## src/design/addr_split_pkg.sv

```systemverilog
// shared types, codes and constants for the address splitter
package addr_split_pkg;

    // default bound on the string length
    localparam int MAX_LEN_DEFAULT = 4096;

    // field widths
    localparam int BYTE_W   = 8;
    localparam int STATUS_W = 2;
    localparam int OFFS_W   = 12;
    localparam int SLEN_W   = 13;

    // separator characters
    localparam logic [BYTE_W-1:0] CHAR_AT    = 8'h40;
    localparam logic [BYTE_W-1:0] CHAR_SLASH = 8'h2F;

    // status codes
    localparam logic [STATUS_W-1:0] ST_OK        = 2'd0;
    localparam logic [STATUS_W-1:0] ST_MALFORMED = 2'd1;
    localparam logic [STATUS_W-1:0] ST_TOO_LONG  = 2'd2;

    // parser phase codes
    localparam logic [1:0] PH_NODE     = 2'd0;
    localparam logic [1:0] PH_SERVER   = 2'd1;
    localparam logic [1:0] PH_RESOURCE = 2'd2;

    // incoming word: one byte of the string
    typedef struct packed {
        logic [BYTE_W-1:0] data_byte;
        logic              last;
    } addr_split_in_t;

    // outgoing word: the split of one string
    typedef struct packed {
        logic [STATUS_W-1:0] status;
        logic [OFFS_W-1:0]   node_len;
        logic [OFFS_W-1:0]   server_start;
        logic [SLEN_W-1:0]   server_len;
        logic [OFFS_W-1:0]   resource_start;
        logic [OFFS_W-1:0]   resource_len;
    } addr_split_out_t;

endpackage

```

## src/design/address_splitter.sv

```systemverilog
// address splitter top level: byte-serial parse of node@server/resource
// the result word is registered when the last byte is taken and is valid in the cycle after
// throughput: one byte per cycle; the parse state is updated in the cycle a byte is taken
// the byte side stalls only while a finished result is held and the result side stalls
// reset (rst_n low, asynchronous) returns the parser to the node phase at offset zero
// and clears the result valid flag; the result word register itself has no reset
module address_splitter #(
    parameter int MAX_LEN = addr_split_pkg::MAX_LEN_DEFAULT
) (
    input  logic                            clk,
    input  logic                            rst_n,
    input  logic                            src_valid,
    output logic                            src_stall,
    input  addr_split_pkg::addr_split_in_t  src_word,
    output logic                            res_valid,
    input  logic                            res_stall,
    output addr_split_pkg::addr_split_out_t res_word
);
    import addr_split_pkg::*;

    localparam int POS_W = $clog2(MAX_LEN + 1);
    localparam logic [POS_W-1:0] MAX_POS = POS_W'(MAX_LEN);
    localparam logic [POS_W-1:0] POS_ONE = POS_W'(1);

    // parse state
    logic [1:0]          phase_reg, phase_next;
    logic [POS_W-1:0]    pos_reg, pos_next;
    logic [POS_W-1:0]    sb_reg, sb_next;
    logic [POS_W-1:0]    rb_reg, rb_next;
    logic [STATUS_W-1:0] fault_reg, fault_next;

    // result register
    logic            res_valid_reg, res_valid_next;
    addr_split_out_t res_word_reg, res_word_next;

    // working values after this byte
    logic [1:0]          w_phase;
    logic [POS_W-1:0]    w_pos, w_sb, w_rb;
    logic [STATUS_W-1:0] w_fault;
    logic                is_at, is_slash, fin;
    logic                src_take, res_take;

    // handshakes
    assign src_stall = res_valid_reg & res_stall;
    assign src_take  = src_valid & ~src_stall;
    assign res_take  = res_valid_reg & ~res_stall;

    assign is_at    = (src_word.data_byte == CHAR_AT);
    assign is_slash = (src_word.data_byte == CHAR_SLASH);
    assign fin      = src_word.last;

    // per-byte parse
    always_comb
    begin
        w_phase = phase_reg;
        w_pos   = pos_reg;
        w_sb    = sb_reg;
        w_rb    = rb_reg;
        w_fault = fault_reg;
        if (pos_reg == MAX_POS)
        begin
            w_fault = ST_TOO_LONG;
        end
        else
        begin
            w_pos = pos_reg + POS_ONE;
            if (fault_reg == ST_OK)
            begin
                case (phase_reg)
                    PH_NODE:
                    begin
                        if (is_at)
                        begin
                            if (pos_reg == '0 || fin)
                            begin
                                w_fault = ST_MALFORMED;
                            end
                            else
                            begin
                                w_sb    = pos_reg + POS_ONE;
                                w_phase = PH_SERVER;
                            end
                        end
                        else if (is_slash)
                        begin
                            // prefix is the server, starting at offset zero
                            if (pos_reg == '0 || fin)
                            begin
                                w_fault = ST_MALFORMED;
                                w_phase = PH_SERVER;
                            end
                            else
                            begin
                                w_rb    = pos_reg + POS_ONE;
                                w_phase = PH_RESOURCE;
                            end
                        end
                    end
                    PH_SERVER:
                    begin
                        if (is_at)
                        begin
                            w_fault = ST_MALFORMED;
                        end
                        else if (is_slash)
                        begin
                            if (pos_reg == '0 || fin || pos_reg == sb_reg)
                            begin
                                w_fault = ST_MALFORMED;
                            end
                            else
                            begin
                                w_rb    = pos_reg + POS_ONE;
                                w_phase = PH_RESOURCE;
                            end
                        end
                    end
                    default:
                    begin
                        // resource part takes any byte
                    end
                endcase
            end
        end
    end

    // result fields from the working values
    always_comb
    begin
        res_word_next        = '0;
        res_word_next.status = w_fault;
        if (w_fault == ST_OK)
        begin
            if (w_sb != '0)
            begin
                res_word_next.node_len = OFFS_W'(w_sb - POS_ONE);
            end
            case (w_phase)
                PH_NODE:
                begin
                    res_word_next.server_len = SLEN_W'(w_pos);
                end
                PH_SERVER:
                begin
                    res_word_next.server_start = OFFS_W'(w_sb);
                    res_word_next.server_len   = SLEN_W'(w_pos - w_sb);
                end
                default:
                begin
                    res_word_next.server_start   = OFFS_W'(w_sb);
                    res_word_next.server_len     = SLEN_W'(w_rb - POS_ONE - w_sb);
                    res_word_next.resource_start = OFFS_W'(w_rb);
                    res_word_next.resource_len   = OFFS_W'(w_pos - w_rb);
                end
            endcase
        end
    end

    // next state: parse state back to reset values after the last byte, result marked valid
    always_comb
    begin
        phase_next     = phase_reg;
        pos_next       = pos_reg;
        sb_next        = sb_reg;
        rb_next        = rb_reg;
        fault_next     = fault_reg;
        res_valid_next = res_valid_reg;
        if (res_take)
        begin
            res_valid_next = 1'b0;
        end
        if (src_take)
        begin
            if (fin)
            begin
                phase_next     = PH_NODE;
                pos_next       = '0;
                sb_next        = '0;
                rb_next        = '0;
                fault_next     = ST_OK;
                res_valid_next = 1'b1;
            end
            else
            begin
                phase_next = w_phase;
                pos_next   = w_pos;
                sb_next    = w_sb;
                rb_next    = w_rb;
                fault_next = w_fault;
            end
        end
    end

    // control registers
    always_ff @(posedge clk or negedge rst_n)
    begin
        if (!rst_n)
        begin
            phase_reg     <= PH_NODE;
            pos_reg       <= '0;
            sb_reg        <= '0;
            rb_reg        <= '0;
            fault_reg     <= ST_OK;
            res_valid_reg <= 1'b0;
        end
        else
        begin
            phase_reg     <= phase_next;
            pos_reg       <= pos_next;
            sb_reg        <= sb_next;
            rb_reg        <= rb_next;
            fault_reg     <= fault_next;
            res_valid_reg <= res_valid_next;
        end
    end

    // result word register
    always_ff @(posedge clk)
    begin
        if (src_take && fin)
        begin
            res_word_reg <= res_word_next;
        end
    end

    assign res_valid = res_valid_reg;
    assign res_word  = res_word_reg;

    // checks
    a_fault_zeroes_fields: assert property (@(posedge clk) disable iff (!rst_n)
        res_valid && res_word.status != ST_OK |->
            res_word.node_len == '0 && res_word.server_start == '0 &&
            res_word.server_len == '0 && res_word.resource_start == '0 &&
            res_word.resource_len == '0)
        else $error("faulted result carries non-zero fields");

    a_pos_bounded: assert property (@(posedge clk) disable iff (!rst_n)
        pos_reg <= MAX_POS)
        else $error("byte count beyond the length bound");

    a_clear_after_last: assert property (@(posedge clk) disable iff (!rst_n)
        src_take && fin |=>
            pos_reg == '0 && phase_reg == PH_NODE && fault_reg == ST_OK && res_valid_reg)
        else $error("parser not cleared after last byte");

    a_status_code: assert property (@(posedge clk) disable iff (!rst_n)
        res_valid |-> res_word.status <= ST_TOO_LONG)
        else $error("unused status code");

endmodule

```

## config.mk

```make
export PLATFORM = sky130hd
export DESIGN_NAME = address_splitter
export DESIGN_NICKNAME = d
export VERILOG_FILES = /design/src/design/addr_split_pkg.sv /design/src/design/address_splitter.sv
export SDC_FILE = /design/constraint.sdc
export NUM_CORES = 1
export LEC_CHECK = 0
export ABC_AREA = 1
export BUFFER_PORTS_ARGS = -buffer_cell sky130_fd_sc_hd__buf_2
export CAP_MARGIN = 10
export CORE_MARGIN = 2
export CORE_UTILIZATION = 30
export CTS_CLUSTER_DIAMETER = 150
export CTS_CLUSTER_SIZE = 40
export DETAILED_ROUTE_END_ITERATION = 7
export GPL_TIMING_DRIVEN = 1
export HOLD_SLACK_MARGIN = 0.1
export PLACE_DENSITY = 0.6
export SKIP_CTS_REPAIR_TIMING = 1
export SLEW_MARGIN = 20
export SYNTH_ARGS = -nofsm -noshare
export SYNTH_HDL_FRONTEND = slang
export SYNTH_SLANG_ARGS = --single-unit
```

## constraint.sdc

```tcl
create_clock -name clk -period 3.94 [get_ports clk]
set_clock_uncertainty 0.2 [all_clocks]
set_input_delay 0.394 -clock clk [delete_from_list [all_inputs] [get_ports clk]]
set_output_delay 0.394 -clock clk [all_outputs]
set_load 0.01 [all_outputs]
```

==> run_results.csv, run 1 <==
group,metric,value,unit
layout,drive_gt1_share,26.93,%
clocking,clock_sinks,107,
critical_path,ff2ff_path_depth,23,
sta,period_needed,3.744,ns
floorplanning,die-area,0.02542,sq mm
logic_synthesis,synth_xor_area_share,2.157,%
clocking,worstSkewPairLatency,0.36,ns
critical_path,cpPeakStageDelay,0.36,ns
critical_path,critPathMaxFanout,8,
critical_path,crit_slowest_cell,"dfrtp_1",
sta,slew_violations,0,
route,wl_per_cell,16.36,microns
place,io_buffers,77,
logic_synthesis,synthSimpleGateAreaFrac,26.03,%
sta,hold_violations,0,
route,drc,0,
clocking,cts-buffers-inserted,9,
sta,max_slew_margin,52.64,%
floorplanning,start_util,30.70,%
critical_path,timing.rr.end,"res_word[33]$_SDFFCE_PP0P_",
clocking,htreeDepth,3,
clocking,cts_tree,"done",
logic_synthesis,syn_area_per_cell,7.863,sq um
logic_synthesis,synth_cell_type_count,49,
sta,worst_pin_slew,0.7094,ns
critical_path,crit_path_end_kind,"register",
logic_synthesis,ys_warn_count,0,
clocking,clk_path_buf_depth,2,
layout,largest_register_ffs,63,
critical_path,critPathRequiredTime,3.87,ns
clocking,cts_root_buf,"clkbuf_16",
power_and_ir_drop,ir_worst_vdd,0.2620,mV
route,wl,23200,microns
critical_path,reg2reg_from,"pos_reg[0]$_DFFE_PN0P_",
layout,post-route-util,38.97,%
clocking,cts.reportedPaths.clkPinSlew,0.08,ns
critical_path,arrival,3.67,ns
hold_path,min_to,"res_valid$_DFF_PN0_",
global_routing,antenna_found_initial,0,
layout,fin_nets,1148,
global_routing,grt_max_degree,64,
logic_synthesis,synthMuxAreaShare,0,%
hold_path,min_from,"src_valid",
place,hpwl,17490,microns
global_routing,grtUsageTotal,18.11,%
floorplanning,die_h,159.5,microns
layout,synthToLayoutAreaGrowth,26.94,%
critical_path,crit_chain,"inv_2 -> ha_1 -> nand3_2 -> nor2_4 -> nand2_4 -> nand4_4 -> nor2_8 -> buf_6 -> nand2_1 -> o21ai_2 -> inv_2 -> ha_1 -> buf_4 -> nand2_1 -> o21ai_0 -> a21o_1 -> nand3_1 -> nand2_1 -> or2_2 -> nand3_1 -> nand3_1 -> nand2_1 -> inv_1",
critical_path,start_kind,"register",
critical_path,criticalPathCategory,"reg -> reg",
floorplanning,fp.dieW,159.5,microns
floorplanning,coreArea,0.02361,sq mm
logic_synthesis,synth_seq_cells,107,
logic_synthesis,syn_nets,976,
sta,timing.fmax,267.1,MHz
floorplanning,rows,56,
route,vias,6916,
critical_path,rrSetupSlack,0.20,ns
place,place_inst,1394,
logic_synthesis,syn_area,0.007249,sq mm
layout,n_antenna_cell,0,
global_routing,grt_pass1_vias,6670,
layout,final_cell_mix,"204 x nand2_1, 124 x inv_1, 104 x nor2_1, 95 x buf_4, 77 x buf_2",
logic_synthesis,synth_edf_count,63,
layout,final_common_cell,"nand2_1",
route,drtIter0Drc,572,
critical_path,cp.depth,23,
logic_synthesis,synth-seq-area-share,41.28,%
route,firstDrtPassIters,5,
route,ant_nets,0,
global_routing,grt_pass1_wl,36080,microns
route,vias_per_cell,4.877,
layout,final_cells,1418,
logic_synthesis,async_flop_share,41.12,%
logic_synthesis,synth_top_family_by_area,"simple AND/OR/NAND/NOR gates",
logic_synthesis,synth-adder-area-share,7.387,%
sta,setup_viol,0,
hold_path,whs_path_depth,3,
global_routing,grt-ovfl-total,0,
logic_synthesis,synth_top_flop_cell,"edfxtp_1",
power_and_ir_drop,power.density,438.0,mW/mm^2
sta,finalCritPeriodShare,95.02,%
critical_path,critPathTopFamily,"simple AND/OR/NAND/NOR gates",
critical_path,worst-path-buf-inv,5,
power_and_ir_drop,p_leak,4.560,nW
critical_path,path_common_cell,"nand2_1",
logic_synthesis,syn-instance-count,922,
hold_path,hp-class,"in -> reg",
run,maxCapViolCount,0,
logic_synthesis,synth-compound-area-share,14.65,%
place,gp_congestion,0.9757,
outcome,outcome,"finished, final reports clean",
floorplanning,ios,78,
==> how the worst max path moves through the flow <==
stage | start | end
after CTS | pos_reg[8]$_DFFE_PN0P_ | res_word[33]$_SDFFCE_PP0P_
after global placement | src_word[5] | res_word[34]$_SDFFCE_PP0P_
after detailed placement | src_word[5] | res_word[34]$_SDFFCE_PP0P_
final | pos_reg[0]$_DFFE_PN0P_ | res_word[33]$_SDFFCE_PP0P_
after global routing | pos_reg[8]$_DFFE_PN0P_ | res_word[31]$_SDFFCE_PP0P_
after floorplan | pos_reg[0]$_DFFE_PN0P_ | res_word[31]$_SDFFCE_PP0P_
==> cell usage after synthesis, drive strengths merged (4+ instances only) <==
| cell type | instances | area, sq um |
|---|---|---|
| nand4 | 12 | 90.09 |
| o22ai | 33 | 206.5 |
| nor2 | 121 | 508.0 |
| edfxtp | 63 | 1892 |
| nand3 | 50 | 275.3 |
| ha | 38 | 475.5 |
| o211ai | 6 | 45.04 |
| or2 | 6 | 37.54 |
| buf | 7 | 56.30 |
| xor2 | 12 | 112.6 |
| clkbuf | 10 | 37.54 |
| o21bai | 4 | 30.03 |
| nand2 | 221 | 867.1 |
| xnor2 | 5 | 43.79 |
| dfrtp | 44 | 1101 |
| a21oi | 52 | 312.8 |
| nor3 | 13 | 75.07 |
| inv | 139 | 521.8 |
| o21ai | 60 | 311.5 |
==> power by group <==
group          internal [mW]  switching [mW]  leakage (nW)  total [mW]
sequential              1.26          0.0303          1.20        1.29
clock                  0.502           0.455         0.146       0.957
combinational          0.708            1.08          3.21        1.79
total                   2.46            1.57          4.56        4.03
==> worst reg2reg max path: cells and delay by family, from the launching register on <==
family                     cells  cell delay [ns]
and+or+nand+nor               13             1.47
AOI/OAI and AO/OA              3             0.45
DFF                            1             0.36
adders and majority gates      2             0.53
buffers and inverters          5             0.50
==> kinds of logic (layout without fill, tap and decap cells) <==
| group | Yosys count | in the layout |
|---|---|---|
| adders and majority gates | 41 | 41 |
| DFF | 107 | 107 |
| buffers and inverters | 156 | 332 |
| AOI/OAI and AO/OA | 175 | 175 |
| xor gates and xnor gates | 17 | 17 |
| and+or+nand+nor | 426 | 427 |
==> layer usage <==
layer / global-route usage [%] / share of wire, % / vias to the layer above
met5: 0 / 0 / -
met1: 25.17 / 46 / 3233
li1: - / - / 3419
met3: 3.673 / 6.6 / 27
met4: 5.579 / 2.3 / 0
met2: 28.40 / 45 / 237
==> final cells by class <==
| cell class | count | area [sq um] |
|---|---|---|
| Fill cell | 2442 | 14410 |
| Sequential cell | 107 | 2999 |
| Timing Repair Buffer | 177 | 1170 |
| Tap cell | 319 | 399.1 |
| Clock buffer | 11 | 232.7 |
| Inverter | 139 | 521.8 |
| Clock inverter | 5 | 63.81 |
| Multi-Input combinational cell | 660 | 3816 |
==> through the flow <==
step                      hold slack, ns  instance area (sq um)  setup slack [ns]  total power [mW]  TNS (ns)
after detailed placement          0.1784                   8673          -0.01548             2.970  -0.01548
after floorplan                  -0.1016                   7252            0.1407             2.406         0
after global routing              0.1234                   9203          -0.01441             4.296  -0.03386
after global placement            0.1900                   8673           0.01774             2.963         0
after CTS                        -0.2201                   8970           0.06109             3.941         0
final                            0.09700                   9203            0.1963             4.031         0
Note: power is estimated with default switching activity, not from simulation.
==> inputs of run 2 (changes only) <==
--- a/config.mk
+++ b/config.mk
@@ -8,14 +8,15 @@
 export ABC_AREA = 1
 export BUFFER_PORTS_ARGS = -buffer_cell sky130_fd_sc_hd__buf_2
 export CAP_MARGIN = 10
-export CORE_MARGIN = 2
+export CORE_MARGIN = 3
 export CORE_UTILIZATION = 30
 export CTS_CLUSTER_DIAMETER = 150
 export CTS_CLUSTER_SIZE = 40
 export DETAILED_ROUTE_END_ITERATION = 7
-export GPL_TIMING_DRIVEN = 1
+export GPL_TIMING_DRIVEN = 0
 export HOLD_SLACK_MARGIN = 0.1
 export PLACE_DENSITY = 0.6
+export REMOVE_ABC_BUFFERS = 1
 export SKIP_CTS_REPAIR_TIMING = 1
 export SLEW_MARGIN = 20
 export SYNTH_ARGS = -nofsm -noshare
==> run_results.csv, run 2 (synthesis gave the netlist of run 1 again) <==
group,metric,value,unit
critical_path,arrival,3.75,ns
route,vias_per_cell,4.973,
critical_path,critPathRequiredTime,3.86,ns
place,dpl-instance-area,0.008030,sq mm
global_routing,use_met1,23.29,%
sta,worst_pin_slew,0.7120,ns
sta,max_slew_margin,52.42,%
floorplanning,start_util,30.70,%
clocking,cts.reportedPaths.clkPinSlew,0.08,ns
layout,final_cell_mix,"201 x nand2_1, 111 x inv_1, 104 x nor2_1, 76 x buf_2, 63 x edfxtp_1",
route,firstDrtPassIters,5,
power_and_ir_drop,swShare,39.84,%
outcome,outcome,"finished, final reports clean",
floorplanning,ios,78,
clocking,cts_root_buf,"clkbuf_16",
layout,largest_register_ffs,63,
route,vias,6863,
hold_path,whs_path_depth,3,
floorplanning,fp.dieW,161.5,microns
power_and_ir_drop,p_total,3.981,mW
route,wl,22380,microns
route,ant_nets,0,
layout,final_area,0.009403,sq mm
clocking,cts_tree,"done",
global_routing,grt_pass1_wl,32330,microns
sta,setup_viol,0,
layout,final_cells,1380,
clocking,cts-buffers-inserted,9,
hold_path,min_from,"src_valid",
power_and_ir_drop,power.density,423.4,mW/mm^2
global_routing,grt-busiest-layer,"met2",
place,io_buffers,77,
layout,n_antenna_cell,0,
critical_path,reg2reg_from,"pos_reg[1]$_DFFE_PN0P_",
clocking,worstSkewPairLatency,0.37,ns
power_and_ir_drop,power_frac_seq,32.6,%
floorplanning,rows,56,
place,gp_congestion,0.8940,
power_and_ir_drop,intPower,2.395,mW
sta,finalCritPeriodShare,97.25,%
sta,hold_ws,0.1259,ns
global_routing,use_met3,2.334,%
sta,hold_violations,0,
critical_path,ff2ff_path_depth,23,
layout,nFillCells,2379,
power_and_ir_drop,p_comb_share,44.9,%
route,wl_per_cell,16.22,microns
hold_path,min_to,"res_valid$_DFF_PN0_",
critical_path,timing.rr.end,"res_word[34]$_SDFFCE_PP0P_",
global_routing,antenna_found_initial,0,
sta,rsz0062_at_grt,"yes",
sta,timing.fmax,261.0,MHz
clocking,clock_sinks,107,
power_and_ir_drop,ir_worst_vdd,0.2097,mV
place,hpwl,15520,microns
layout,synthToLayoutAreaGrowth,29.70,%
floorplanning,die_h,161.5,microns
sta,slew_violations,0,
run,maxCapViolCount,0,
global_routing,grt_pass1_vias,5930,
critical_path,criticalPathCategory,"reg -> reg",
route,drtIter0Drc,542,
global_routing,grt-ovfl-total,0,
layout,fin_nets,1110,
layout,final_common_cell,"nand2_1",
place,place_inst,1304,
global_routing,grt_max_degree,45,
critical_path,rrSetupSlack,0.11,ns
sta,period_needed,3.832,ns
route,drc,0,
global_routing,use_met2,23.70,%
critical_path,critPathMaxFanout,5,
clocking,clk_path_buf_depth,2,
power_and_ir_drop,p_leak,4.428,nW
clocking,htreeDepth,3,
power_and_ir_drop,p_clk_share,22.5,%
global_routing,grtUsageTotal,15.86,%
power_and_ir_drop,switching_power,1.586,mW
critical_path,crit_path_end_kind,"register",
layout,drive_gt1_share,28.56,%
critical_path,start_kind,"register",
floorplanning,die-area,0.02607,sq mm
hold_path,hp-class,"in -> reg",
floorplanning,coreArea,0.02361,sq mm
==> run 2: cell types whose count changed in the layout (fill, tap and decap cells not counted), sizes merged <==
cell,change
clkinv,+2
clkbuf,-1
buf,-39
bufinv,-1
nor2,+1
==> run 2: per-layer routing <==
metal | vias to the layer above | wire length, microns
met2 | 229 | 9935
li1 | 3343 | -
met4 | 0 | 564
met1 | 3259 | 10380
met5 | - | 0
met3 | 32 | 1508
==> run 2: worst max-delay path by stage <==
stage,from,cells after the start,slack (ns),endpoint
after global routing,pos_reg[0]$_DFFE_PN0P_,20,-0.11,res_word[36]$_SDFFCE_PP0P_
after global placement,res_stall,6,-4.42,res_word[45]$_SDFFCE_PP0P_
after detailed placement,pos_reg[0]$_DFFE_PN0P_,24,-0.66,res_word[31]$_SDFFCE_PP0P_
after floorplan,res_valid$_DFF_PN0_,5,-1.58,res_word[0]$_SDFFCE_PP0P_
final,pos_reg[1]$_DFFE_PN0P_,23,0.11,res_word[34]$_SDFFCE_PP0P_
after CTS,pos_reg[0]$_DFFE_PN0P_,24,-0.69,res_word[31]$_SDFFCE_PP0P_
==> run 2: stage by stage <==
stage	utilization, %	setup TNS [ns]	setup slack (ns)
2_1_floorplan	-	-99.71	-1.583
3_3_place_gp	33.63	-336.87	-4.422
3_5_place_dp	34.01	-6.482	-0.6638
4_1_cts	35.18	-7.027	-0.6898
5_1_grt	39.82	-0.3880	-0.1103
6_report	39.82	0	0.1084
==> run 2: area by class of cell <==
| cell class | instances | area (sq um) | share of cell area, % |
|---|---|---|---|
| flip-flops and latches | 107 | 2998 | 31.88 |
| inverters | 139 | 549.3 | 5.842 |
| clock inverters | 6 | 48.80 | 0.5190 |
| multi-input cells | 661 | 4213 | 44.80 |
| well taps | 319 | 399.1 | 4.245 |
| clock buffers | 10 | 229.0 | 2.435 |
| repair buffers | 138 | 965.9 | 10.27 |
==> run 2: power by group through the flow <==
stage                     sequential, mW  combinational (mW)  clock, mW
after global routing                1.31                1.98      0.958
after CTS                           1.29                1.45      0.911
after global placement              1.31                1.42          0
final                               1.30                1.79      0.895
after floorplan                     1.32                1.08          0
after detailed placement            1.31                1.44          0
==> run 2: worst max-delay path, stage by stage, from the launching register on <==
cell	delay (ns)
dfrtp_2	0.45
inv_2	0.12
ha_4	0.15
nand3_4	0.08
nor2_4	0.17
nand2_4	0.10
nand4_4	0.12
buf_12	0.13
nor2_4	0.04
buf_12	0.13
buf_4	0.14
a21oi_4	0.21
buf_4	0.16
ha_1	0.27
a21oi_1	0.15
o21ai_1	0.12
a21oi_2	0.14
inv_1	0.07
a31oi_1	0.22
xor2_1	0.10
nand2_1	0.08
o211ai_1	0.11
nand2_1	0.07
inv_1	0.04
==> inputs of run 3 (changes only) <==
==> constraint.sdc (replaced) <==
create_clock -name clk -period 3.94 [get_ports clk]
set_clock_uncertainty 0.2 [all_clocks]
set_input_delay 0.197 -clock clk [delete_from_list [all_inputs] [get_ports clk]]
set_output_delay 0.197 -clock clk [all_outputs]
set_load 0.01 [all_outputs]
==> run_results.csv, run 3 (synthesis gave the netlist of run 1 again) <==
group,metric,value,unit
place,hpwl,15520,microns
global_routing,grt_pass1_wl,32330,microns
critical_path,critPathRequiredTime,3.86,ns
layout,largest_register_ffs,63,
layout,final_cells,1381,
power_and_ir_drop,switching_power,1.587,mW
place,gp_congestion,0.8940,
global_routing,antenna_found_initial,0,
clocking,clk_path_buf_depth,2,
outcome,outcome,"finished, final reports clean",
route,wl_per_cell,16.19,microns
clocking,cts_root_buf,"clkbuf_16",
clocking,htreeDepth,3,
sta,slew_violations,0,
sta,fin_tns_setup,0,ns
critical_path,crit_path_end_kind,"register",
sta,setup_viol,0,
floorplanning,ios,78,
power_and_ir_drop,power.density,423.1,mW/mm^2
sta,period_needed,3.834,ns
clocking,cts-buffers-inserted,9,
sta,worst_pin_slew,0.7194,ns
run,maxCapViolCount,0,
floorplanning,die-area,0.02607,sq mm
sta,timing.fmax,260.8,MHz
hold_path,hp-class,"in -> reg",
sta,hold_violations,0,
global_routing,grt-ovfl-total,0,
power_and_ir_drop,intPower,2.396,mW
layout,nFillCells,2379,
global_routing,grtUsageTotal,15.86,%
route,wl,22360,microns
sta,finalCritPeriodShare,97.32,%
route,vias,6892,
floorplanning,die_h,161.5,microns
route,drc,0,
route,vias_per_cell,4.991,
clocking,clock_sinks,107,
critical_path,start_kind,"register",
global_routing,grt_max_degree,45,
layout,synthToLayoutAreaGrowth,29.84,%
floorplanning,start_util,30.70,%
sta,rsz0062_at_grt,"yes",
sta,max_slew_margin,51.93,%
clocking,cts.reportedPaths.clkPinSlew,0.08,ns
critical_path,rrSetupSlack,0.11,ns
sta,hold_ws,0.07617,ns
global_routing,grt_pass1_vias,5930,
route,drtIter0Drc,589,
floorplanning,rows,56,
critical_path,critPathMaxFanout,5,
power_and_ir_drop,p_clk_share,22.5,%
route,firstDrtPassIters,6,
floorplanning,coreArea,0.02361,sq mm
floorplanning,fp.dieW,161.5,microns
layout,n_antenna_cell,0,
place,io_buffers,77,
layout,drive_gt1_share,28.53,%
layout,final_cell_mix,"201 x nand2_1, 111 x inv_1, 104 x nor2_1, 76 x buf_2, 63 x edfxtp_1",
power_and_ir_drop,ir_worst_vdd,0.2094,mV
critical_path,arrival,3.75,ns
layout,final_common_cell,"nand2_1",
route,ant_nets,0,
critical_path,criticalPathCategory,"reg -> reg",
place,place_inst,1304,
clocking,cts_tree,"done",
power_and_ir_drop,p_comb_share,44.9,%
power_and_ir_drop,p_leak,4.433,nW
clocking,worstSkewPairLatency,0.37,ns
power_and_ir_drop,power_frac_seq,32.6,%
layout,fin_nets,1111,
power_and_ir_drop,swShare,39.84,%
run 3: cell types whose count changed in the layout (fill, tap and decap cells not counted):
cell / delta
dlygate4sd3_1: +1
run 3: path summary, 6_finish.rpt:
path,startpoint,endpoint,depth (start not counted)
max in group asynchronous,rst_n,pos_reg[0]$_DFFE_PN0P_,2
worst min register to register,rb_reg[4]$_DFFE_PN0P_,rb_reg[4]$_DFFE_PN0P_,2
worst max register to register,pos_reg[1]$_DFFE_PN0P_,res_word[34]$_SDFFCE_PP0P_,23
worst min-delay path,src_word[0],pos_reg[10]$_DFFE_PN0P_,4
worst max-delay path,pos_reg[1]$_DFFE_PN0P_,res_word[34]$_SDFFCE_PP0P_,23
min in group asynchronous,rst_n,res_valid$_DFF_PN0_,2
run 3: routing by layer:
layer	GRT usage, %	part of all wire [%]	wire (microns)	up-vias
met4	5.671	2.5	558	0
met5	0	0	0	-
li1	-	-	-	3353
met1	23.29	46	10250	3266
met3	2.334	6.9	1533	32
met2	23.70	45	10010	241
run 3: metrics by stage:
stage | total power [mW] | setup slack (ns) | cell area, sq um | util [%]
global placement | 2.734 | -4.303 | 7940 | 33.63
detailed placement | 2.753 | -0.6638 | 8030 | 34.01
finish | 3.982 | 0.1057 | 9413 | 39.86
floorplan | 2.399 | -1.583 | 7156 | -
global route | 4.249 | -0.1103 | 9413 | 39.86
CTS | 3.646 | -0.6898 | 8308 | 35.18
run 3: area by class of cell:
cell class              instances  area [sq um]  share of cell area, %
multi-input cells             661          4213                  44.76
clock buffers                  10         229.0                  2.433
repair buffers                139         975.9                  10.37
clock inverters                 6         48.80                 0.5184
well taps                     319         399.1                  4.240
flip-flops and latches        107          2998                  31.85
inverters                     139         549.3                  5.835
run 3: power by group through the flow:
stage	clock network [mW]	registers [mW]	logic, mW
detailed placement	0	1.31	1.44
global placement	0	1.31	1.42
global route	0.958	1.31	1.98
floorplan	0	1.32	1.08
CTS	0.911	1.29	1.45
finish	0.895	1.30	1.79
run 3: critical path, cell delays in order (launching register included):
cell and delay, ns:
dfrtp_2 0.45, inv_2 0.11, ha_4 0.15, nand3_4 0.08
nor2_4 0.17, nand2_4 0.10, nand4_4 0.12, buf_12 0.13
nor2_4 0.04, buf_12 0.13, buf_4 0.14, a21oi_4 0.22
buf_4 0.16, ha_1 0.27, a21oi_1 0.16, o21ai_1 0.12
a21oi_2 0.13, inv_1 0.08, a31oi_1 0.22, xor2_1 0.11
nand2_1 0.08, o211ai_1 0.10, nand2_1 0.07, inv_1 0.04
